### src/rtl/core/slug_pkg.sv
`default_nettype none

package slug_pkg;

    localparam int TABLE_ENTRIES_DEF = 32;
    // extra warm-up steps run before the table starts filling
    localparam int SEED_EXTRA = 8;

    localparam int STATE_W = 32;
    localparam int DRAW_W  = 31;
    localparam int MULT_W  = 15;
    localparam int PROD_W  = STATE_W + MULT_W;

    localparam logic [MULT_W-1:0] LEH_MULT    = 15'd16807;
    localparam logic [DRAW_W-1:0] CLAMP_LIMIT = 31'd2147483390;

    typedef enum logic [2:0] {
        ST_IDLE,
        ST_SEED_MUL,
        ST_SEED_RED,
        ST_DRAW_MUL,
        ST_DRAW_RED,
        ST_DRAW_WR,
        ST_HOLD
    } slug_state_t;

endpackage

`default_nettype wire

### src/rtl/core/slug_if.sv
`default_nettype none

interface slug_in_if;
    logic        valid;
    logic        ready;
    logic        kind;
    logic [31:0] new_seed;

    modport source (output valid, input ready, output kind, output new_seed);
    modport sink (input valid, output ready, input kind, input new_seed);
endinterface

interface slug_out_if;
    logic        valid;
    logic        ready;
    logic [30:0] draw_value;
    logic        clamped;

    modport source (output valid, input ready, output draw_value, output clamped);
    modport sink (input valid, output ready, input draw_value, input clamped);
endinterface

`default_nettype wire

### src/rtl/core/slug_step.sv
`default_nettype none

module slug_step (
    input  wire logic                         clk,
    input  wire logic                         mul_en,
    input  wire logic [slug_pkg::STATE_W-1:0] operand,
    output logic      [slug_pkg::DRAW_W-1:0]  result
);
    import slug_pkg::*;

    logic [PROD_W-1:0] prod_reg;
    logic [PROD_W-1:0] prod_next;
    logic [STATE_W-1:0] fold_sum;
    logic [STATE_W-1:0] fold_inc;

    assign prod_next = PROD_W'(operand) * PROD_W'(LEH_MULT);

    always_ff @(posedge clk)
    begin
        if (mul_en)
        begin
            prod_reg <= prod_next;
        end
    end

    // 2^31 == 1 mod (2^31 - 1): fold the high part onto the low part
    assign fold_sum = STATE_W'(prod_reg[DRAW_W-1:0])
                    + STATE_W'(prod_reg[PROD_W-1:DRAW_W]);
    assign fold_inc = fold_sum + STATE_W'(1);

    // carry into bit 31 of sum+1 means sum >= modulus; drop one modulus
    assign result = fold_inc[DRAW_W] ? fold_inc[DRAW_W-1:0] : fold_sum[DRAW_W-1:0];

endmodule

`default_nettype wire

### src/rtl/core/slug_index.sv
`default_nettype none

module slug_index #(
    parameter int TABLE_ENTRIES = slug_pkg::TABLE_ENTRIES_DEF
) (
    input  wire logic                             clk,
    input  wire logic                             calc_en,
    input  wire logic [slug_pkg::DRAW_W-1:0]      value,
    output logic      [$clog2(TABLE_ENTRIES)-1:0] idx
);
    import slug_pkg::*;

    localparam longint unsigned LehMod   = 64'd2147483647;
    localparam longint unsigned TwoPow31 = 64'd2147483648;
    localparam longint unsigned Divisor  = 64'd1 + (LehMod - 64'd1) / TABLE_ENTRIES;
    localparam longint unsigned Recip    = TwoPow31 / Divisor;
    localparam int QW  = $clog2(Recip + 1);
    localparam int IW  = $clog2(TABLE_ENTRIES);
    localparam int PW  = DRAW_W + QW;
    localparam int TW  = DRAW_W + 2;

    logic [QW-1:0]     qest_reg;
    logic [QW-1:0]     qest_next;
    logic [DRAW_W-1:0] val_reg;
    logic [PW-1:0]     recip_prod;
    logic [TW-1:0]     thr [2**QW];
    logic              above;
    logic [QW:0]       quot;
    logic [QW:0]       quot_wrap;

    // estimate is the true quotient or one below it
    assign recip_prod = PW'(value) * PW'(Recip);
    assign qest_next  = recip_prod[PW-1:DRAW_W];

    always_ff @(posedge clk)
    begin
        if (calc_en)
        begin
            qest_reg <= qest_next;
            val_reg  <= value;
        end
    end

    // boundary of the next quotient step, one constant per estimate
    for (genvar k = 0; k < 2**QW; k++)
    begin : g_thr
        assign thr[k] = TW'((k + 1) * Divisor);
    end

    assign above     = TW'(val_reg) >= thr[qest_reg];
    assign quot      = (QW+1)'(qest_reg) + (QW+1)'(above);
    assign quot_wrap = (quot >= (QW+1)'(TABLE_ENTRIES))
                     ? quot - (QW+1)'(TABLE_ENTRIES) : quot;
    assign idx       = quot_wrap[IW-1:0];

endmodule

`default_nettype wire

### src/rtl/core/slug_table.sv
`default_nettype none

module slug_table #(
    parameter int ENTRIES = slug_pkg::TABLE_ENTRIES_DEF
) (
    input  wire logic                             clk,
    input  wire logic                             wr_en,
    input  wire logic [$clog2(ENTRIES)-1:0]       wr_addr,
    input  wire logic [slug_pkg::DRAW_W-1:0]      wr_data,
    input  wire logic                             rd_en,
    input  wire logic [$clog2(ENTRIES)-1:0]       rd_addr,
    output logic      [slug_pkg::DRAW_W-1:0]      rd_data
);
    import slug_pkg::*;

    logic [DRAW_W-1:0] mem [ENTRIES];

    always_ff @(posedge clk)
    begin
        if (wr_en)
        begin
            mem[wr_addr] <= wr_data;
        end
    end

    always_ff @(posedge clk)
    begin
        if (rd_en)
        begin
            rd_data <= mem[rd_addr];
        end
    end

endmodule

`default_nettype wire

### src/rtl/core/shuffled_lehmer_uniform_generator_unit.sv
`default_nettype none

// Minimal-standard Lehmer generator (x' = 16807 x mod 2^31-1) behind a shuffle
// table: each transfer on req yields one transfer on rsp. kind=1 loads new_seed
// before the draw. An ordinary draw passes through the draw multiply, reduce
// and write states before the next req transfer, and waits in a hold state
// while rsp is full; the shared multiply/reduce unit takes a multiply state and
// a reduce state per Lehmer step, and the table read is registered. When the
// state is not positive or the last draw was zero (always true after reset),
// the draw is preceded by seeding: TABLE_ENTRIES+8 Lehmer steps. req.ready is
// low while an item is in work; the result sits in an output register, so the
// next item may be taken before rsp is drained. Software forms the fraction as
// draw_value/(2^31-1); clamped flags draws at or above 2147483390.
module shuffled_lehmer_uniform_generator_unit #(
    parameter int TABLE_ENTRIES = slug_pkg::TABLE_ENTRIES_DEF
) (
    input  wire logic    clk,
    input  wire logic    rst_n,
    slug_in_if.sink      req,
    slug_out_if.source   rsp
);
    import slug_pkg::*;

    localparam int AW        = $clog2(TABLE_ENTRIES);
    localparam int SeedSteps = TABLE_ENTRIES + SEED_EXTRA;
    localparam int CW        = $clog2(SeedSteps);

    slug_state_t        state_reg;
    slug_state_t        state_next;
    logic [STATE_W-1:0] lehmer_reg;
    logic [STATE_W-1:0] lehmer_next;
    logic [DRAW_W-1:0]  last_reg;
    logic [DRAW_W-1:0]  last_next;
    logic [CW-1:0]      cnt_reg;
    logic [CW-1:0]      cnt_next;
    logic [AW-1:0]      idx_reg;
    logic [AW-1:0]      idx_next;
    logic               out_valid_reg;
    logic               out_valid_next;
    logic [DRAW_W-1:0]  draw_reg;
    logic [DRAW_W-1:0]  draw_next;
    logic               clamp_reg;
    logic               clamp_next;

    logic               mul_en;
    logic               idx_en;
    logic [DRAW_W-1:0]  step_result;
    logic [AW-1:0]      draw_idx;
    logic               tbl_wr;
    logic [AW-1:0]      tbl_wr_addr;
    logic [DRAW_W-1:0]  tbl_wr_data;
    logic               tbl_rd;
    logic [DRAW_W-1:0]  tbl_rd_data;

    logic [STATE_W-1:0] eff_state;
    logic               need_seed;
    logic [STATE_W-1:0] seed_init;

    slug_step u_step (
        .clk     (clk),
        .mul_en  (mul_en),
        .operand (lehmer_reg),
        .result  (step_result)
    );

    slug_index #(
        .TABLE_ENTRIES (TABLE_ENTRIES)
    ) u_index (
        .clk     (clk),
        .calc_en (idx_en),
        .value   (last_reg),
        .idx     (draw_idx)
    );

    slug_table #(
        .ENTRIES (TABLE_ENTRIES)
    ) u_table (
        .clk     (clk),
        .wr_en   (tbl_wr),
        .wr_addr (tbl_wr_addr),
        .wr_data (tbl_wr_data),
        .rd_en   (tbl_rd),
        .rd_addr (draw_idx),
        .rd_data (tbl_rd_data)
    );

    assign eff_state = req.kind ? req.new_seed : lehmer_reg;
    assign need_seed = ($signed(eff_state) <= $signed(STATE_W'(0)))
                    || (last_reg == DRAW_W'(0));
    // most negative seed negates to 2^31, read as unsigned by the multiplier
    assign seed_init = ($signed(eff_state) >= $signed(STATE_W'(0)))
                     ? STATE_W'(1) : (~eff_state + STATE_W'(1));

    assign req.ready      = (state_reg == ST_IDLE);
    assign rsp.valid      = out_valid_reg;
    assign rsp.draw_value = draw_reg;
    assign rsp.clamped    = clamp_reg;

    always_ff @(posedge clk or negedge rst_n)
    begin
        if (!rst_n)
        begin
            state_reg     <= ST_IDLE;
            lehmer_reg    <= '0;
            last_reg      <= '0;
            cnt_reg       <= '0;
            out_valid_reg <= 1'b0;
        end
        else
        begin
            state_reg     <= state_next;
            lehmer_reg    <= lehmer_next;
            last_reg      <= last_next;
            cnt_reg       <= cnt_next;
            out_valid_reg <= out_valid_next;
        end
    end

    always_ff @(posedge clk)
    begin
        idx_reg   <= idx_next;
        draw_reg  <= draw_next;
        clamp_reg <= clamp_next;
    end

    always_comb
    begin
        state_next     = state_reg;
        lehmer_next    = lehmer_reg;
        last_next      = last_reg;
        cnt_next       = cnt_reg;
        idx_next       = idx_reg;
        draw_next      = draw_reg;
        clamp_next     = clamp_reg;
        out_valid_next = out_valid_reg;
        mul_en         = 1'b0;
        idx_en         = 1'b0;
        tbl_wr         = 1'b0;
        tbl_wr_addr    = idx_reg;
        tbl_wr_data    = step_result;
        tbl_rd         = 1'b0;

        if (rsp.ready)
        begin
            out_valid_next = 1'b0;
        end

        unique case (state_reg)
            ST_IDLE:
            begin
                if (req.valid)
                begin
                    if (need_seed)
                    begin
                        lehmer_next = seed_init;
                        cnt_next    = CW'(SeedSteps - 1);
                        state_next  = ST_SEED_MUL;
                    end
                    else
                    begin
                        lehmer_next = eff_state;
                        state_next  = ST_DRAW_MUL;
                    end
                end
            end
            ST_SEED_MUL:
            begin
                mul_en     = 1'b1;
                state_next = ST_SEED_RED;
            end
            ST_SEED_RED:
            begin
                lehmer_next = {1'b0, step_result};
                // the last TABLE_ENTRIES steps fill the table, final one into entry 0
                if (cnt_reg < CW'(TABLE_ENTRIES))
                begin
                    tbl_wr      = 1'b1;
                    tbl_wr_addr = cnt_reg[AW-1:0];
                end
                if (cnt_reg == CW'(0))
                begin
                    last_next  = step_result;
                    state_next = ST_DRAW_MUL;
                end
                else
                begin
                    cnt_next   = cnt_reg - CW'(1);
                    state_next = ST_SEED_MUL;
                end
            end
            ST_DRAW_MUL:
            begin
                mul_en     = 1'b1;
                idx_en     = 1'b1;
                state_next = ST_DRAW_RED;
            end
            ST_DRAW_RED:
            begin
                lehmer_next = {1'b0, step_result};
                tbl_rd      = 1'b1;
                idx_next    = draw_idx;
                state_next  = ST_DRAW_WR;
            end
            ST_DRAW_WR:
            begin
                // swap: emit the selected entry, put the new state in its place
                tbl_wr      = 1'b1;
                tbl_wr_addr = idx_reg;
                tbl_wr_data = lehmer_reg[DRAW_W-1:0];
                last_next   = tbl_rd_data;
                if (!out_valid_reg || rsp.ready)
                begin
                    draw_next      = tbl_rd_data;
                    clamp_next     = tbl_rd_data >= CLAMP_LIMIT;
                    out_valid_next = 1'b1;
                    state_next     = ST_IDLE;
                end
                else
                begin
                    state_next = ST_HOLD;
                end
            end
            ST_HOLD:
            begin
                if (!out_valid_reg || rsp.ready)
                begin
                    draw_next      = last_reg;
                    clamp_next     = last_reg >= CLAMP_LIMIT;
                    out_valid_next = 1'b1;
                    state_next     = ST_IDLE;
                end
            end
            default:
            begin
                state_next = ST_IDLE;
            end
        endcase
    end

endmodule

`default_nettype wire
### src/flat_wrapper.sv
// flat-port wrapper written by rule: the top's interface ports become plain ports
module shuffled_lehmer_uniform_generator_unit_flat import slug_pkg::*;
#(
    parameter int TABLE_ENTRIES = slug_pkg::TABLE_ENTRIES_DEF
)
  (clk, rst_n, req_valid, req_ready, req_kind, req_new_seed, rsp_valid, rsp_ready, rsp_draw_value, rsp_clamped);
  slug_in_if req_i ();
  slug_out_if rsp_i ();
  input  wire logic clk;
  input  wire logic rst_n;
  input wire logic [$bits(req_i.valid)-1:0] req_valid;
  output wire logic [$bits(req_i.ready)-1:0] req_ready;
  input wire logic [$bits(req_i.kind)-1:0] req_kind;
  input wire logic [$bits(req_i.new_seed)-1:0] req_new_seed;
  output wire logic [$bits(rsp_i.valid)-1:0] rsp_valid;
  input wire logic [$bits(rsp_i.ready)-1:0] rsp_ready;
  output wire logic [$bits(rsp_i.draw_value)-1:0] rsp_draw_value;
  output wire logic [$bits(rsp_i.clamped)-1:0] rsp_clamped;
  assign req_i.valid = req_valid;
  assign req_ready = req_i.ready;
  assign req_i.kind = req_kind;
  assign req_i.new_seed = req_new_seed;
  assign rsp_valid = rsp_i.valid;
  assign rsp_i.ready = rsp_ready;
  assign rsp_draw_value = rsp_i.draw_value;
  assign rsp_clamped = rsp_i.clamped;
  shuffled_lehmer_uniform_generator_unit #(.TABLE_ENTRIES(TABLE_ENTRIES)) u_core (.clk(clk), .rst_n(rst_n), .req(req_i), .rsp(rsp_i));
endmodule
### config.mk
export PLATFORM = sky130hd
export DESIGN_NAME = shuffled_lehmer_uniform_generator_unit_flat
export DESIGN_NICKNAME = d
export VERILOG_FILES = /design/src/rtl/core/slug_pkg.sv /design/src/rtl/core/slug_if.sv /design/src/rtl/core/slug_step.sv /design/src/rtl/core/slug_index.sv /design/src/rtl/core/slug_table.sv /design/src/rtl/core/shuffled_lehmer_uniform_generator_unit.sv /design/src/flat_wrapper.sv
export SDC_FILE = /design/constraint.sdc
export NUM_CORES = 2
export LEC_CHECK = 0
export BUFFER_PORTS_ARGS = -buffer_cell sky130_fd_sc_hd__clkbuf_2
export CORE_ASPECT_RATIO = 1.75
export CORE_UTILIZATION = 45
export CTS_BUF_LIST = sky130_fd_sc_hd__clkbuf_4
export CTS_CLUSTER_DIAMETER = 30
export DETAILED_ROUTE_END_ITERATION = 6
export PLACE_DENSITY_LB_ADDON = 0.3
export SLEW_MARGIN = 20
export SYNTH_ARGS = -nofsm -noshare
export SYNTH_HDL_FRONTEND = slang
export SYNTH_SLANG_ARGS = --single-unit
### constraint.sdc
create_clock -name clk -period 6.78 [get_ports clk]
set_input_delay 1.356 -clock clk [delete_from_list [all_inputs] [get_ports clk]]
set_output_delay 1.356 -clock clk [all_outputs]
set_load 0.05 [all_outputs]
== Yosys cells after proc, flatten, opt, wreduce, memory -nomap -nowiden ==
Memory sizes are Yosys's and may differ from the RTL's. A register that Yosys moved wholly into a read port is not among the register bits.
Index checks and enable logic that the tools add are counted.
Storage, ports and cells
  bits in registers: 193
  bits in writable memories: 992
  memory bits (read-only): 2112
  bits of input ports: 37
  output and inout port bits: 34
  word-level logic and storage cells: 100
  memories: 2
Cells by class
  add/sub/neg operators: 6
  multiply operators: 1
  magnitude comparators: 8
  eq/ne operators: 12
  muxes and demuxes: 40
  bitwise gates (word level): 2
  reduce and logical (&&, ||, !) cells: 18
Memory list
  (name not given): words 64, width 33, rd ports 1, clocked after Yosys merged registers in 0, wr ports 0, line slug_index.sv:50  | assign above = TW'(val_reg) >= thr[qest_reg];
  u_core.u_table.mem: words 32, width 31, rd ports 1, clocked after Yosys merged registers in 1, wr ports 1, line slug_table.sv:16  | logic [DRAW_W-1:0] mem [ENTRIES];
Operators with widths (count)
  $mux W31: 5
  $mux W32: 4
  $pmux W31 S2: 2
  $mux W33: 2
  $add A32 B1 Y32 const B: 2
  $pmux W32 S2: 1
  $ge A31 B31 Y1 const B: 2
  $mul A32 B15 Y47 const B: 1
  $ge A31 B33 Y1: 1
  $add A31 B16 Y32: 1
  $ge A32 B1 Y1 const B: 1
  $le A32 B1 Y1 const B: 1
  $not A32 Y32: 1
  $logic_not A31 Y1: 1
  $pmux W3 S7: 1
  $mux W6: 3
  $mux W5: 3
  $pmux W6 S2: 1
  $mux W1: 11
  $eq A3 B3 Y1 const B: 3
  $mux W3: 3
  $ne A2 B1 Y1 const B: 4
  $reduce_bool A2 Y1: 4
  $ge A7 B7 Y1 const B: 1
  19 further kinds: 28

== Depth between registers and ports, before layout ==
  depth after elaboration: 8
  mapped depth: 24
  depth with buffers taken out: 24

== Cells and area by module ==
A second synthesis with hierarchy kept.
Unflattened totals
  cells, all modules: 4303
  area total of the unflattened synthesis: 58662.5 sq um
By module, submodules not included
  slug_table: times used 1, cells an instance 2192, area an instance 39474.1 sq um
  slug_step: times used 1, cells an instance 1290, area an instance 11659.9 sq um
  shuffled_lehmer_uniform_generator_unit: times used 1, cells an instance 790, area an instance 7141.8 sq um
  slug_index: times used 1, cells an instance 31, area an instance 386.6 sq um

== Worst setup path before layout ==
Ideal clock, no wire load.
  path kind: register -> register
  start point: reg u_core.lehmer_reg[13]
  end point: reg u_core.u_step.prod_reg[46] (data pin)
  arrival: 6144 ps
  data required time: 6525 ps
  path slack: 382 ps
  stages on the path, launching flop included: 25
  buffers on the path: 0
  clock period less this slack: 6398 ps
  cells stage by stage: dfrtp_1 > inv_1 > fa_1 > inv_1 > ha_1 > fa_1 > inv_1 > fa_1 > inv_1 > fa_1 > inv_1 > fa_1 > inv_1 > ha_1 > nand3_1 > nor2_1 > a221o_1 > a21oi_1 > o211ai_1 > a221oi_1 > o31a_1 > o21ai_0 > o31ai_1 > o31ai_1 > and2_1
Between the ends
  word-level cells in the longest chain between the ends: 1
Ends and longest elaborated chain
  start: declaration: line shuffled_lehmer_uniform_generator_unit.sv:30  | logic [STATE_W-1:0] lehmer_reg;
  start signal: assignment: line shuffled_lehmer_uniform_generator_unit.sv:112  | lehmer_reg <= lehmer_next;
  $mul A32 B15 Y47: line slug_step.sv:16  | assign prod_next = PROD_W'(operand) * PROD_W'(LEH_MULT);
  named net u_core.u_step.prod_next[46]: line slug_step.sv:12  | logic [PROD_W-1:0] prod_next;
  end signal: assignment: line slug_step.sv:22  | prod_reg <= prod_next;
  end: declaration: line slug_step.sv:11  | logic [PROD_W-1:0] prod_reg;
The timed path passes the listed nets, and every way through them passes these cells.
A chain may end at the register's enable or synchronous reset.

== Worst setup path in the final report ==
  start point: reg u_core.lehmer_reg[15]
  end point: reg u_core.u_step.prod_reg[40] (data pin)
Same word-level chain as after synthesis.

==> results by group <==
Outcome
  – Run status: complete, no violations

Layout
  – Fill cells: approximately 11k
  – Final design instance area without fill: 64800 µm²
  – Register area: between 30000 and 40000 µm²
  – Nets: ~4.7k
  – Fraction of layout cells with a size suffix above 1: between 20% and 30%
  – Multi-input logic area: 20800 µm²
  – Layout area overhead: 13.2%
  – Largest register FFs: 992

Clocking
  – Num CTS Buffers: 285
  – CTS sink count: 1185
  – H-tree Lvls: 5
  – Root Driver: clkbuf_4
  – Later-pin clock latency in the skew report: 1.25 ns
  – CTS tree: done
  – CTS Buffer Depth: 4
  – Clk slew on worst S/H paths: roughly 0.070 ns

Synthesis
  – Register bit total from synthesis: 1185
  – Seq/Total Area, Yosys: 61.5%
  – Yosys Warn Count: 0
  – Post-synth top flop: edfxtp_1
  – Top cell type's share of synthesized area: 58.3%
  – Synth area leader: edfxtp_1
  – Cell with the most instances after synthesis: edfxtp_1
  – Syn Nets: 4345
  – Asr flop ratio synth: 6.16%
  – Cells after synthesis: 3949
  – Most frequent cells after synthesis: 1112 x edfxtp_1, 524 x nand2_1, 339 x inv_1
  – Post-synth EDFFs: 1112
  – Mapped Area: 57200 µm²
  – Syn Area/Cell: 14.5 µm²
  – Top cells by area, synth: edfxtp_1 58%, mux4_2 9.8%, fa_1 4.9%, ha_1 4.8%, nand2_1 3.4%
  – Yosys cell types: 78

Critical path
  – Kind of critical path: flop to flop
  – CP peak stage delay: roughly 0.53 ns
  – Reg2reg start: u_core.lehmer_reg[15]
  – Worst-path maximum fanout: 4
  – Setup crit end kind: flop
  – Most common cell on crit path: inv_1
  – CP startpoint kind: flop
  – CP max stage cell: fa_1
  – CP required: 7.64 ns
  – Reg-to-reg slack, setup: 0.19 ns
  – Critical path buffers and inverters: 8
  – Arrival @ worst endpoint: 7.45 ns
  – CP delay by family, top: adder cells
  – Critical Path Source: u_core.lehmer_reg[15]

Floorplanning
  – Site row count: roughly 170
  – Die height: 474 µm
  – Core ar.: 126000 µm²
  – Die W: 272 µm
  – Initial core utilization: 45.5%
  – # IOs: 71
  – Die Area: around 130000 µm²

Route
  – Via/cell ratio: 5.93
  – Drt pass-1 iters: 6
  – ANT nets after route: 0
  – Drt initial violations: between 3k and 4k
  – DR vias: 36.6k
  – Remaining DRCs: 0
  – DR WL/cell: 27.8 µm
  – Wirelength, routed: 172000 µm

Timing
  – Minimum clock period: 6.59 ns
  – Final hold vios: 0
  – Clock Skews: 0.136 ns
  – Normalized max-slew margin: a little under a quarter
  – Worst Max-Slew Pin Slew: 1.15 ns
  – F_max: 0.152 GHz
  – Fin crit share: 97.2%
  – Sum Neg Setup Slack: 0 ns
  – # setup viols final: 0
  – Final slew viol count: 0

Placed design
  – Detailed Place HPWL: 115000 µm
  – Placed cell area: between 60000 and 70000 µm²
  – GP Congestion: 0.993
  – Port-buffer cells: 70

Hold path
  – Hold Startpoint: u_core.u_table.rd_data[0]
  – HP Class: flop to flop

Global routing
  – Grt ovf: 0
  – Number of global-route vias before repair: 37.9k
  – Largest net degree at the start of global routing: 65
  – All-layer global routing usage: a little over a quarter
  – First-pass GRT wire length: between 200000 and 250000 µm
  – Initial antenna violation count: 11

Job
  – Max cap viols: 0
## worst register-to-register path: stages (launching register included)
cell and delay [ns]:
dfrtp_1 0.36, inv_1 0.07, buf_4 0.15, fa_1 0.52
inv_1 0.04, ha_1 0.26, inv_1 0.05, fa_1 0.51
inv_1 0.06, fa_1 0.49, fa_1 0.49, inv_1 0.05
fa_1 0.53, inv_1 0.08, ha_4 0.22, a21o_1 0.17
a21o_1 0.18, a21o_1 0.19, nand3_1 0.09, o211ai_1 0.12
a221oi_2 0.25, buf_4 0.23, o31a_1 0.28, o211ai_1 0.13
a2111o_1 0.42, a31oi_4 0.24, a221oi_2 0.09
## metal layers
layer  wire [µm]  global-route usage [%]  part of all wire [%]
met3       10900                    5.09                   6.3
met2       90500                    48.3                    53
met1       55500                    27.1                    32
met5          59                       0                 0.034
met4       14600                    20.8                   8.5
## area by class of cell
cell class	instances	area share (%)
clock buffers	398	4.61
repair buffers	253	2.92
inverters	342	1.98
diodes	8	0.0309
well taps	1653	3.19
flip-flops and latches	1185	54.3
clock inverters	81	0.872
multi-input cells	2252	32.1
## metrics by stage
stage / hold WS (ns) / util [%] / instances / worst slack [ns]
after floorplan: 0.451 / - / 3949 / 0.382
after global placement: 0.481 / 48.5 / 5675 / 0.140
after detailed placement: 0.492 / 48.5 / 5675 / 0.0472
after CTS: 0.403 / 51.3 / 6155 / 0.00313
after global routing: 0.452 / 51.5 / 6172 / -0.0484
final: 0.421 / 51.5 / 6172 / 0.193
## cell families after synthesis
kind of cell	synth area share (%)
XOR/XNOR	1.45
AO/OA/AOI/OAI	5.31
flip-flops	61.5
adder cells (fa/ha/maj)	9.67
multiplexers	10.5
AND/OR/NAND/NOR	8.15
buffers and inverters	3.38
## cell usage in the layout (no fill, tap or decap), types with 20 or more instances in the layout
master    instances
a21oi_1         117
edfxtp_1       1112
clkinv_1         51
mux4_2          248
mux2i_1          35
nor2_4           33
a21o_1           29
xor2_1           33
nand2b_1         20
o21ai_0         121
nand3_1         198
and3_1           21
clkbuf_4        398
ha_1            217
buf_4           167
nand2_1         524
dfrtp_1          73
xnor2_1          59
inv_1           338
nor2_1           83
nor3_1           44
clkbuf_2         69
fa_1            138
nand4_1          21
## path summary, 6_finish.rpt
check                                             endpoint  depth (start not counted)
worst max-delay path            u_core.u_step.prod_reg[40]                         26
worst min-delay path                    u_core.last_reg[0]                          2
worst max register to register  u_core.u_step.prod_reg[40]                         26
worst min register to register          u_core.last_reg[0]                          2
max in group asynchronous               u_core.last_reg[8]                          3
min in group asynchronous            u_core.lehmer_reg[17]                          2
## timing repair
| action | 4_1_cts | 5_1_grt |
|---|---|---|
| hold buffers | 1 | 0 |
| hold endpoints to repair | 9 | 0 |
| setup endpoints to repair | 0 | 7 |
| gates resized for setup | 0 | 13 |
| buffers inserted | 0 | 4 |
Power is left out: the tool's default activity adds up to more than one toggle a clock period on the data nets, which glitch-free logic cannot reach.
